===== config.mk =====
export PLATFORM = sky130hd
export DESIGN_NAME = packed_field_unpacker_top_flat
export DESIGN_NICKNAME = d
export VERILOG_FILES = /design/src/design/puf_pkg.sv /design/src/design/puf_if.sv /design/src/design/puf_front.sv /design/src/design/puf_queue.sv /design/src/design/puf_back.sv /design/src/design/packed_field_unpacker_top.sv /design/src/flat_wrapper.sv
export VERILOG_INCLUDE_DIRS = /design/src /design/src/design
export SDC_FILE = /design/constraint.sdc
export NUM_CORES = 1
export LEC_CHECK = 0
export BUFFER_PORTS_ARGS = -buffer_cell sky130_fd_sc_hd__buf_2
export CAP_MARGIN = 30
export CELL_PAD_IN_SITES_DETAIL_PLACEMENT = 0
export CELL_PAD_IN_SITES_GLOBAL_PLACEMENT = 1
export CORE_ASPECT_RATIO = 1.75
export CORE_MARGIN = 4
export CORE_UTILIZATION = 45
export CTS_BUF_LIST = sky130_fd_sc_hd__clkbuf_4 sky130_fd_sc_hd__clkbuf_8
export DETAILED_ROUTE_END_ITERATION = 10
export PLACE_DENSITY_LB_ADDON = 0.1
export SYNTH_ARGS = -nofsm -noshare
export SYNTH_HDL_FRONTEND = slang
export SYNTH_SLANG_ARGS = --single-unit

===== constraint.sdc =====
create_clock -name clk -period 6.2 [get_ports clk]
set_input_delay 0.62 -clock clk [delete_from_list [all_inputs] [get_ports clk]]
set_output_delay 0.62 -clock clk [all_outputs]
set_load 0.01 [all_outputs]

===== src/design/packed_field_unpacker_top_assert.svh =====
// Assertion macros used by the unpacker back end (puf_back).
// Expects clk and rst_n in the scope of the module that uses them.
`ifndef PACKED_FIELD_UNPACKER_TOP_ASSERT_SVH
`define PACKED_FIELD_UNPACKER_TOP_ASSERT_SVH

// Consequent must hold in the same cycle as the antecedent
`define PUF_ASSERT(lbl, ante, cons, msg) \
    lbl: assert property (@(posedge clk) disable iff (!rst_n) (ante) |-> (cons)) \
        else $error(msg);

// Consequent must hold in the cycle after the antecedent
`define PUF_ASSERT_NEXT(lbl, ante, cons, msg) \
    lbl: assert property (@(posedge clk) disable iff (!rst_n) (ante) |=> (cons)) \
        else $error(msg);

`endif


===== src/design/puf_pkg.sv =====
// Package for the packed field unpacker: constants, register codes, config struct.
// No dependencies.
package puf_pkg;

    localparam int WORD_BITS   = 32;
    localparam int ACC_BITS    = 2 * WORD_BITS - 1;   // held bits plus one word
    localparam int HELD_BITS   = 5;                   // leftover bits 0..31
    localparam int AVAIL_BITS  = 6;                   // accumulator fill 0..63
    localparam int WIDTH_BITS  = 6;
    localparam int ROWS_BITS   = 16;
    localparam int STRIDE_BITS = 8;
    localparam int INDEX_BITS  = 24;
    localparam int NRES_BITS   = 5;                   // results per word, 0..31 done
    localparam int CFG_IDX_BITS = 2;

    // Register reset values
    localparam logic [WIDTH_BITS-1:0]  FIELD_WIDTH_RST = 6'd8;
    localparam logic [ROWS_BITS-1:0]   ROW_COUNT_RST   = 16'd1;
    localparam logic [STRIDE_BITS-1:0] COL_STRIDE_RST  = 8'd1;
    localparam logic [WORD_BITS-1:0]   OFFSET_RST      = 32'd0;

    typedef enum logic [CFG_IDX_BITS-1:0] {
        CFG_FIELD_WIDTH  = 2'd0,
        CFG_ROW_COUNT    = 2'd1,
        CFG_COL_STRIDE   = 2'd2,
        CFG_VALUE_OFFSET = 2'd3
    } cfg_reg_t;

    // Effective configuration, already clamped to legal ranges
    typedef struct packed {
        logic [WIDTH_BITS-1:0]  width;    // 1..32
        logic [ROWS_BITS-1:0]   rows;     // 1..65535
        logic [STRIDE_BITS-1:0] stride;
        logic [WORD_BITS-1:0]   offset;
    } cfg_t;

endpackage


===== src/design/puf_if.sv =====
// Stream interfaces for the unpacker: packed words in, results out.
// Depends on puf_pkg.
interface puf_word_if;
    import puf_pkg::*;

    logic                 valid;
    logic                 ready;
    logic [WORD_BITS-1:0] packed_word;

    modport source (output valid, output packed_word, input ready);
    modport sink   (input valid, input packed_word, output ready);
endinterface

interface puf_result_if;
    import puf_pkg::*;

    logic                        valid;
    logic                        ready;
    logic signed [WORD_BITS-1:0] value;
    logic [INDEX_BITS-1:0]       dest_index;
    logic                        last_of_word;
    logic                        last_of_column;

    modport source (output valid, output value, output dest_index,
                    output last_of_word, output last_of_column, input ready);
    modport sink   (input valid, input value, input dest_index,
                    input last_of_word, input last_of_column, output ready);
endinterface


===== src/design/puf_front.sv =====
// Front end: configuration registers with range clamping, and the input item register.
// Depends on puf_pkg and puf_word_if.
module puf_front (
    input  logic                          clk,
    input  logic                          rst_n,
    input  logic                          cfg_we,
    input  logic [puf_pkg::CFG_IDX_BITS-1:0] cfg_index,
    input  logic [puf_pkg::WORD_BITS-1:0] cfg_data,
    puf_word_if.sink                      words,
    output puf_pkg::cfg_t                 cfg,
    output logic                          push_valid,
    output logic [puf_pkg::WORD_BITS-1:0] push_word,
    input  logic                          push_ready
);
    import puf_pkg::*;

    logic [WIDTH_BITS-1:0]  field_width_reg;
    logic [ROWS_BITS-1:0]   row_count_reg;
    logic [STRIDE_BITS-1:0] col_stride_reg;
    logic [WORD_BITS-1:0]   offset_reg;
    logic                   valid_reg, valid_next;
    logic [WORD_BITS-1:0]   word_reg;
    logic                   accept;

    // Register writes
    always_ff @(posedge clk or negedge rst_n)
    begin
        if (!rst_n)
        begin
            field_width_reg <= FIELD_WIDTH_RST;
            row_count_reg   <= ROW_COUNT_RST;
            col_stride_reg  <= COL_STRIDE_RST;
            offset_reg      <= OFFSET_RST;
        end
        else if (cfg_we)
        begin
            unique case (cfg_index)
                CFG_FIELD_WIDTH:  field_width_reg <= cfg_data[WIDTH_BITS-1:0];
                CFG_ROW_COUNT:    row_count_reg   <= cfg_data[ROWS_BITS-1:0];
                CFG_COL_STRIDE:   col_stride_reg  <= cfg_data[STRIDE_BITS-1:0];
                CFG_VALUE_OFFSET: offset_reg      <= cfg_data;
            endcase
        end
    end

    // Clamp: width 0 acts as 1, above 32 as 32; row count 0 acts as 1
    always_comb
    begin
        if (field_width_reg == '0)
            cfg.width = WIDTH_BITS'(1);
        else if (field_width_reg > WIDTH_BITS'(WORD_BITS))
            cfg.width = WIDTH_BITS'(WORD_BITS);
        else
            cfg.width = field_width_reg;
        cfg.rows   = (row_count_reg == '0) ? ROWS_BITS'(1) : row_count_reg;
        cfg.stride = col_stride_reg;
        cfg.offset = offset_reg;
    end

    // Input register: takes an item whenever it is empty or draining into the queue
    assign words.ready = !valid_reg || push_ready;
    assign accept      = words.valid && words.ready;
    assign valid_next  = accept ? 1'b1 : (push_ready ? 1'b0 : valid_reg);

    always_ff @(posedge clk or negedge rst_n)
    begin
        if (!rst_n)
            valid_reg <= 1'b0;
        else
            valid_reg <= valid_next;
    end

    always_ff @(posedge clk)
    begin
        if (accept)
            word_reg <= words.packed_word;
    end

    assign push_valid = valid_reg;
    assign push_word  = word_reg;

endmodule


===== src/design/puf_queue.sv =====
// Short word queue between front and back end, register storage.
// Depends on puf_pkg.
module puf_queue #(
    parameter int DEPTH = 2
) (
    input  logic                          clk,
    input  logic                          rst_n,
    input  logic                          push_valid,
    input  logic [puf_pkg::WORD_BITS-1:0] push_word,
    output logic                          push_ready,
    output logic                          pop_valid,
    output logic [puf_pkg::WORD_BITS-1:0] pop_word,
    input  logic                          pop
);
    import puf_pkg::*;

    localparam int PTR_W = (DEPTH > 1) ? $clog2(DEPTH) : 1;
    localparam int CNT_W = $clog2(DEPTH + 1);

    logic [WORD_BITS-1:0] mem_reg [DEPTH];
    logic [PTR_W-1:0]     wr_ptr_reg, wr_ptr_next;
    logic [PTR_W-1:0]     rd_ptr_reg, rd_ptr_next;
    logic [CNT_W-1:0]     count_reg, count_next;
    logic                 do_push, do_pop;

    assign push_ready = count_reg < CNT_W'(DEPTH);
    assign pop_valid  = count_reg != '0;
    assign pop_word   = mem_reg[rd_ptr_reg];
    assign do_push    = push_valid && push_ready;
    assign do_pop     = pop && pop_valid;

    // Pointer and fill updates
    always_comb
    begin
        wr_ptr_next = wr_ptr_reg;
        rd_ptr_next = rd_ptr_reg;
        count_next  = count_reg;
        if (do_push)
            wr_ptr_next = (wr_ptr_reg == PTR_W'(DEPTH - 1)) ? '0 : wr_ptr_reg + 1'b1;
        if (do_pop)
            rd_ptr_next = (rd_ptr_reg == PTR_W'(DEPTH - 1)) ? '0 : rd_ptr_reg + 1'b1;
        if (do_push && !do_pop)
            count_next = count_reg + 1'b1;
        else if (do_pop && !do_push)
            count_next = count_reg - 1'b1;
    end

    always_ff @(posedge clk or negedge rst_n)
    begin
        if (!rst_n)
        begin
            wr_ptr_reg <= '0;
            rd_ptr_reg <= '0;
            count_reg  <= '0;
        end
        else
        begin
            wr_ptr_reg <= wr_ptr_next;
            rd_ptr_reg <= rd_ptr_next;
            count_reg  <= count_next;
        end
    end

    always_ff @(posedge clk)
    begin
        if (do_push)
            mem_reg[wr_ptr_reg] <= push_word;
    end

endmodule


===== src/design/puf_back.sv =====
// Back end: bit accumulator, one field per unstalled cycle, column counters, result register.
// Depends on puf_pkg, puf_result_if and the assertion macro header.
module puf_back (
    input  logic                          clk,
    input  logic                          rst_n,
    input  puf_pkg::cfg_t                 cfg,
    input  logic                          q_valid,
    input  logic [puf_pkg::WORD_BITS-1:0] q_word,
    output logic                          q_pop,
    puf_result_if.source                  results
);
    import puf_pkg::*;

    `include "packed_field_unpacker_top_assert.svh"

    // Accumulator is right aligned: live bits are acc_reg[avail_reg-1:0]
    logic [ACC_BITS-1:0]    acc_reg, acc_next;
    logic [AVAIL_BITS-1:0]  avail_reg, avail_next;
    logic                   busy_reg, busy_next;
    logic [NRES_BITS-1:0]   n_reg, n_next;
    logic [ROWS_BITS-1:0]   values_done_reg, values_done_next;
    logic [INDEX_BITS-1:0]  next_index_reg, next_index_next;

    logic                   out_valid_reg, out_valid_next;
    logic [WORD_BITS-1:0]   out_value_reg;
    logic [INDEX_BITS-1:0]  out_index_reg;
    logic                   out_word_reg, out_col_reg;

    logic                   out_free, emit, last, col_end, take_word;
    logic [AVAIL_BITS-1:0]  rem_avail, avail_after;
    logic [ACC_BITS-1:0]    shifted;
    logic [WORD_BITS-1:0]   field_mask, field;

    // Field extraction from the top of the live bits
    assign rem_avail  = avail_reg - cfg.width;
    assign shifted    = acc_reg >> rem_avail;
    assign field_mask = {WORD_BITS{1'b1}} >> (WIDTH_BITS'(WORD_BITS) - cfg.width);
    assign field      = shifted[WORD_BITS-1:0] & field_mask;

    // End tests for the column and for the current word
    assign col_end = ({1'b0, values_done_reg} + (ROWS_BITS + 1)'(1)) >= {1'b0, cfg.rows};
    assign last    = col_end || (n_reg == NRES_BITS'(WORD_BITS - 1)) || (rem_avail < cfg.width);

    assign out_free  = !out_valid_reg || results.ready;
    assign emit      = busy_reg && out_free;
    assign take_word = q_valid && (!busy_reg || (emit && last));
    assign q_pop     = take_word;

    // Fill left after this cycle, before any new word is shifted in
    always_comb
    begin
        if (emit)
            avail_after = col_end ? '0 : rem_avail;
        else
            avail_after = avail_reg;
    end

    // Extraction state update
    always_comb
    begin
        acc_next         = acc_reg;
        avail_next       = avail_after;
        busy_next        = busy_reg;
        n_next           = n_reg;
        values_done_next = values_done_reg;
        next_index_next  = next_index_reg;
        if (emit)
        begin
            n_next = last ? '0 : n_reg + 1'b1;
            if (col_end)
            begin
                values_done_next = '0;
                next_index_next  = '0;
            end
            else
            begin
                values_done_next = values_done_reg + 1'b1;
                next_index_next  = next_index_reg + INDEX_BITS'(cfg.stride);
            end
            if (last)
                busy_next = 1'b0;
        end
        if (take_word)
        begin
            acc_next   = {acc_reg[WORD_BITS-2:0], q_word};
            avail_next = {1'b1, avail_after[HELD_BITS-1:0]};
            busy_next  = 1'b1;
        end
    end

    always_ff @(posedge clk or negedge rst_n)
    begin
        if (!rst_n)
        begin
            avail_reg       <= '0;
            busy_reg        <= 1'b0;
            n_reg           <= '0;
            values_done_reg <= '0;
            next_index_reg  <= '0;
            out_valid_reg   <= 1'b0;
        end
        else
        begin
            avail_reg       <= avail_next;
            busy_reg        <= busy_next;
            n_reg           <= n_next;
            values_done_reg <= values_done_next;
            next_index_reg  <= next_index_next;
            out_valid_reg   <= out_valid_next;
        end
    end

    always_ff @(posedge clk)
    begin
        acc_reg <= acc_next;
    end

    // Result register
    assign out_valid_next = emit ? 1'b1 : (results.ready ? 1'b0 : out_valid_reg);

    always_ff @(posedge clk)
    begin
        if (emit)
        begin
            out_value_reg <= field + cfg.offset;
            out_index_reg <= next_index_reg;
            out_word_reg  <= last;
            out_col_reg   <= col_end;
        end
    end

    assign results.valid          = out_valid_reg;
    assign results.value          = $signed(out_value_reg);
    assign results.dest_index     = out_index_reg;
    assign results.last_of_word   = out_word_reg;
    assign results.last_of_column = out_col_reg;

    `PUF_ASSERT(a_idle_leftover, !busy_reg, avail_reg < AVAIL_BITS'(WORD_BITS), "leftover bits exceed 31 while idle")
    `PUF_ASSERT(a_busy_has_field, busy_reg, avail_reg >= cfg.width, "busy without a whole field held")
    `PUF_ASSERT_NEXT(a_col_clears, emit && col_end, values_done_reg == '0 && next_index_reg == '0, "column end did not clear counters")
    `PUF_ASSERT(a_col_ends_word, out_valid_reg && out_col_reg, out_word_reg, "column end not flagged as end of word")

endmodule


===== src/design/packed_field_unpacker_top.sv =====
// Channel    | Dir | Payload                                         | Handshake
// words      | in  | packed_word[31:0]                               | valid/ready
// results    | out | value[31:0] s, dest_index[23:0], last_of_word,  | valid/ready
//            |     | last_of_column                                  |
// cfg        | in  | cfg_index[1:0], cfg_data[31:0]                  | cfg_we, no wait
//
// One result per cycle from the field extractor unless results stall; a word yields up to 32/field_width
// results (plus one when leftover bits complete a field).
// Words enter at one per cycle into the input register and queue while the extractor runs, until the queue is full.
// Reset clears all control state and the column counters; no clearing pass is needed.
// A stall on results holds the result register; the queue keeps taking words until full.
//
// Top level of the packed field unpacker. Depends on puf_pkg, the interfaces,
// puf_front, puf_queue and puf_back.
module packed_field_unpacker_top #(
    parameter int QUEUE_DEPTH = 2
) (
    input  logic                             clk,
    input  logic                             rst_n,
    input  logic                             cfg_we,
    input  logic [puf_pkg::CFG_IDX_BITS-1:0] cfg_index,
    input  logic [puf_pkg::WORD_BITS-1:0]    cfg_data,
    puf_word_if.sink                         words,
    puf_result_if.source                     results
);
    import puf_pkg::*;

    cfg_t                 cfg;
    logic                 push_valid, push_ready;
    logic [WORD_BITS-1:0] push_word;
    logic                 q_valid, q_pop;
    logic [WORD_BITS-1:0] q_word;

    // Accept words and hold configuration
    puf_front u_front (
        .clk        (clk),
        .rst_n      (rst_n),
        .cfg_we     (cfg_we),
        .cfg_index  (cfg_index),
        .cfg_data   (cfg_data),
        .words      (words),
        .cfg        (cfg),
        .push_valid (push_valid),
        .push_word  (push_word),
        .push_ready (push_ready)
    );

    // Decouple front and back
    puf_queue #(
        .DEPTH (QUEUE_DEPTH)
    ) u_queue (
        .clk        (clk),
        .rst_n      (rst_n),
        .push_valid (push_valid),
        .push_word  (push_word),
        .push_ready (push_ready),
        .pop_valid  (q_valid),
        .pop_word   (q_word),
        .pop        (q_pop)
    );

    // Extract fields
    puf_back u_back (
        .clk     (clk),
        .rst_n   (rst_n),
        .cfg     (cfg),
        .q_valid (q_valid),
        .q_word  (q_word),
        .q_pop   (q_pop),
        .results (results)
    );

endmodule

===== src/flat_wrapper.sv =====
// flat-port wrapper written by rule: the top's interface ports become plain ports
module packed_field_unpacker_top_flat import puf_pkg::*;
#(
    parameter int QUEUE_DEPTH = 2
)
  (clk, rst_n, cfg_we, cfg_index, cfg_data, words_valid, words_packed_word, words_ready, results_valid, results_value, results_dest_index, results_last_of_word, results_last_of_column, results_ready);
  puf_word_if words_i ();
  puf_result_if results_i ();
  input  logic clk;
  input  logic rst_n;
  input  logic cfg_we;
  input  logic [puf_pkg::CFG_IDX_BITS-1:0] cfg_index;
  input  logic [puf_pkg::WORD_BITS-1:0] cfg_data;
  input wire logic [$bits(words_i.valid)-1:0] words_valid;
  input wire logic [$bits(words_i.packed_word)-1:0] words_packed_word;
  output wire logic [$bits(words_i.ready)-1:0] words_ready;
  output wire logic [$bits(results_i.valid)-1:0] results_valid;
  output wire logic [$bits(results_i.value)-1:0] results_value;
  output wire logic [$bits(results_i.dest_index)-1:0] results_dest_index;
  output wire logic [$bits(results_i.last_of_word)-1:0] results_last_of_word;
  output wire logic [$bits(results_i.last_of_column)-1:0] results_last_of_column;
  input wire logic [$bits(results_i.ready)-1:0] results_ready;
  assign words_i.valid = words_valid;
  assign words_i.packed_word = words_packed_word;
  assign words_ready = words_i.ready;
  assign results_valid = results_i.valid;
  assign results_value = results_i.value;
  assign results_dest_index = results_i.dest_index;
  assign results_last_of_word = results_i.last_of_word;
  assign results_last_of_column = results_i.last_of_column;
  assign results_i.ready = results_ready;
  packed_field_unpacker_top #(.QUEUE_DEPTH(QUEUE_DEPTH)) u_core (.clk(clk), .rst_n(rst_n), .cfg_we(cfg_we), .cfg_index(cfg_index), .cfg_data(cfg_data), .words(words_i), .results(results_i));
endmodule

==> results.sh <==
export IMPL_syn_area_per_cell_sq_um=11.6
export IMPL_syn_num_nets=1761
export IMPL_slowest_delay_ps=500
export IMPL_yosys_area_share_simple=0.106
export IMPL_cts_root_buf="clkbuf_8"
export IMPL_remaining_drc_errors=0
export IMPL_finalWorstPathRequiredPeriod_ps=5800
export IMPL_max_freq_ghz=0.172
export IMPL_cp_start_kind="flip-flop"
export IMPL_die_h_um=277
export IMPL_cts_max_level=2
export IMPL_fin_crit_sh=0.936
export IMPL_grt_pass1_wl_mm=76.7
export IMPL_drive_gt1_frac=0.263
export IMPL_cp_slowest_cell="mux4_2"
export IMPL_synth_edff_count=217
export IMPL_synth_top_area_share=0.350
export IMPL_tightest_slew_ps=936
export IMPL_path_clk_slew_ps=70
export IMPL_async_flop_share=0.356
export IMPL_skew_ps=22.7
export IMPL_clock_tree_buffer_depth=3
export IMPL_synth_top_family_by_area="multiplexers"
export IMPL_ios=131
export IMPL_synth_flop_cell="edfxtp_1"
export IMPL_numPortBuffers=130
export IMPL_yosysTopAreaCell="edfxtp_1"
export IMPL_worst_path_buf_inv=5
export IMPL_seq_area_frac_synth=0.511
export IMPL_slew_viol_final=0
export IMPL_cts_num_sinks=337
export IMPL_drv_cap=0
export IMPL_core_area_sq_um=41000
export IMPL_rows=98
export IMPL_cts_tree="yes"
export IMPL_ant_nets=0
export IMPL_end_kind="flip-flop"
export IMPL_syn_area_sq_um=18600
export IMPL_cp_max_fo=9
export IMPL_grt_max_degree=72
export IMPL_crit_arrival_ps=6200
export IMPL_wl_mm=48.7
export IMPL_synth_fa_ha_area_frac=0.0540
export IMPL_min_path_type="primary input to flip-flop"
export IMPL_synth_compound_area_frac=0.118
export IMPL_dr_first_iter_drc_count=775
export IMPL_hold_viol=0
export IMPL_grt_pass1_vias=13600
export IMPL_die_w_um=162
export IMPL_overflow=0
export IMPL_numCtsBuffers=50
export IMPL_nets=1962
export IMPL_wire_per_inst_um=20.2
export IMPL_gp_congestion=0.929
export IMPL_dr_pass1_iters=5
export IMPL_dr_total_vias=13300
export IMPL_clk_latency_ps=600
export IMPL_track_usage=0.215
export IMPL_start_util=0.455
export IMPL_timing_slew_headroom=0.376
export IMPL_area_delta_synth_final_pct=16.1
export IMPL_die_area_sq_um=44900
export IMPL_required_ps=6600
export IMPL_synth_xor_area_frac=0.0268
export IMPL_rsz0062_at_grt="false"
export IMPL_path_class="flip-flop to flip-flop"
export IMPL_setup_viol=0
export IMPL_yosysWarningCount=0
export IMPL_synth_most_common_cell="edfxtp_1"
export IMPL_crit_family="compound AO/OA/AOI/OAI gates"
export IMPL_status="complete, no violations"
export IMPL_fill_cells=3770
export IMPL_fin_setup_tns_ps=0
export IMPL_ys_top_cells_by_area="edfxtp_1 (35%), dfrtp_1 (16%), mux2_2 (7.2%), mux2i_1 (5.0%), ha_1 (5.0%)"
export IMPL_yosysUniqueCellTypes=73
export IMPL_largest_reg_flops=64
export IMPL_worstPathCellList="inv_2 > nand2_1 > ha_1 > o21a_1 > o31a_1 > or4_1 > and3_4 > clkinv_1 > buf_4 > nor2_1 > mux4_2 > o21ai_1 > a21oi_2 > ha_1 > inv_1 > nor3_2 > a2111oi_2 > buf_4 > o311ai_0 > o2111ai_2 > a211o_1 > o311ai_1"
export IMPL_vias_per_cell=5.55
export IMPL_place_hpwl_mm=36.4
export IMPL_ys_seq_elements=337
export IMPL_grt_antenna_before_repair=1
export IMPL_synthMuxAreaShare=0.153
export IMPL_syn_inst=1612
export IMPL_synth_common_cells="edfxtp_1 (217), nand2_1 (136), mux2_2 (119)"
[area by class of cell]
type | instances | area (sq um) | area share
inverter | 58 | 218 | 0.0101
clock buffer | 60 | 763 | 0.0353
tap | 550 | 688 | 0.0318
timing repair buffer | 228 | 1520 | 0.0703
sequential | 337 | 9520 | 0.440
antenna | 1 | 2.50 | 0.000116
clock inverter | 33 | 300 | 0.0139
multi-input combinational | 1138 | 8620 | 0.398
[logic make-up (layout without fill, tap and decap cells)]
kind of cell | Yosys count | count (layout)
buffers and inverters | 137 | 379
muxes | 238 | 238
AOI/OAI and AO/OA | 342 | 342
DFF | 337 | 337
xor gates and xnor gates | 57 | 57
and+or+nand+nor | 423 | 423
other | 0 | 1
adders and majority gates | 78 | 78
[worst reg2reg max path, cell delays in order, from the launching register on]
cell       delay, ps
dfrtp_1          460
inv_2            160
nand2_1          190
ha_1             430
o21a_1           200
o31a_1           140
or4_1            410
and3_4           210
clkinv_1         220
buf_4            190
nor2_1            50
mux4_2           500
o21ai_1          250
a21oi_2          120
ha_1             330
inv_1             90
nor3_2           260
a2111oi_2        110
buf_4            150
o311ai_0         420
o2111ai_2        290
a211o_1          350
o311ai_1          90
[metal layers]
layer / GRT usage / share of wire
met5: 0 / 0
met4: 0.0875 / 0.038
met3: 0.0287 / 0.035
met2: 0.397 / 0.54
met1: 0.247 / 0.39
[path summary, 6_finish.rpt]
path	startpoint	endpoint	slack, ps	cells after the start
max	u_core.u_front.field_width_reg[5]	u_core.u_back.results.value[20]	400	22
min	words_packed_word[28]	u_core.u_front.push_word[28]	200	1
max reg2reg	u_core.u_front.field_width_reg[5]	u_core.u_back.results.value[20]	400	22
min reg2reg	u_core.u_front.push_word[20]	u_core.u_queue.mem_reg[0][20]	440	0
max in group asynchronous	rst_n	u_core.u_front.row_count_reg[0]	4750	4
min in group asynchronous	rst_n	u_core.u_front.offset_reg[17]	500	2
[metrics by stage]
stage | area [sq um] | setup WS, ps | hold slack [ps] | utilization | std cells
6_report | 21600 | 399 | 199 | 0.528 | 2405
4_1_cts | 21500 | 86.6 | 151 | 0.525 | 2400
3_3_place_gp | 20400 | 196 | 422 | 0.499 | 2306
5_1_grt | 21600 | 30.1 | 148 | 0.528 | 2405
3_5_place_dp | 20400 | 134 | 429 | 0.499 | 2306
2_1_floorplan | 18600 | 549 | 324 | - | 1612
[placed cells by master, fill, tap and decap left out, types with 8 or more instances in the layout]
cell / count
nor2_1: 112
o21bai_1: 8
clkinv_1: 13
mux4_2: 24
a211oi_1: 31
a21oi_1: 82
ha_1: 73
mux2_2: 119
dfrtp_1: 117
buf_4: 87
nand2b_1: 13
nand2_1: 135
xor2_1: 27
o21ai_0: 81
a21o_1: 32
mux2i_1: 94
inv_1: 51
xnor2_1: 28
buf_2: 129
nand4_1: 11
a31oi_1: 9
clkbuf_4: 11
edfxtp_1: 217
nand3_1: 44
clkbuf_8: 50
clkinv_2: 12
o31ai_1: 17
nor3_1: 32
and3_1: 21
[what timing repair did]
| item | CTS | global route |
|---|---|---|
| hold buffers | 1 | 0 |
| endpoints found under the hold margin | 16 | 0 |
| buffers inserted | 0 | 1 |
| endpoints found under the setup margin | 0 | 8 |
| gates resized for setup | 0 | 17 |
Power is left out: the tool's default activity adds up to more than one toggle a clock period on the data nets, which glitch-free logic cannot reach.
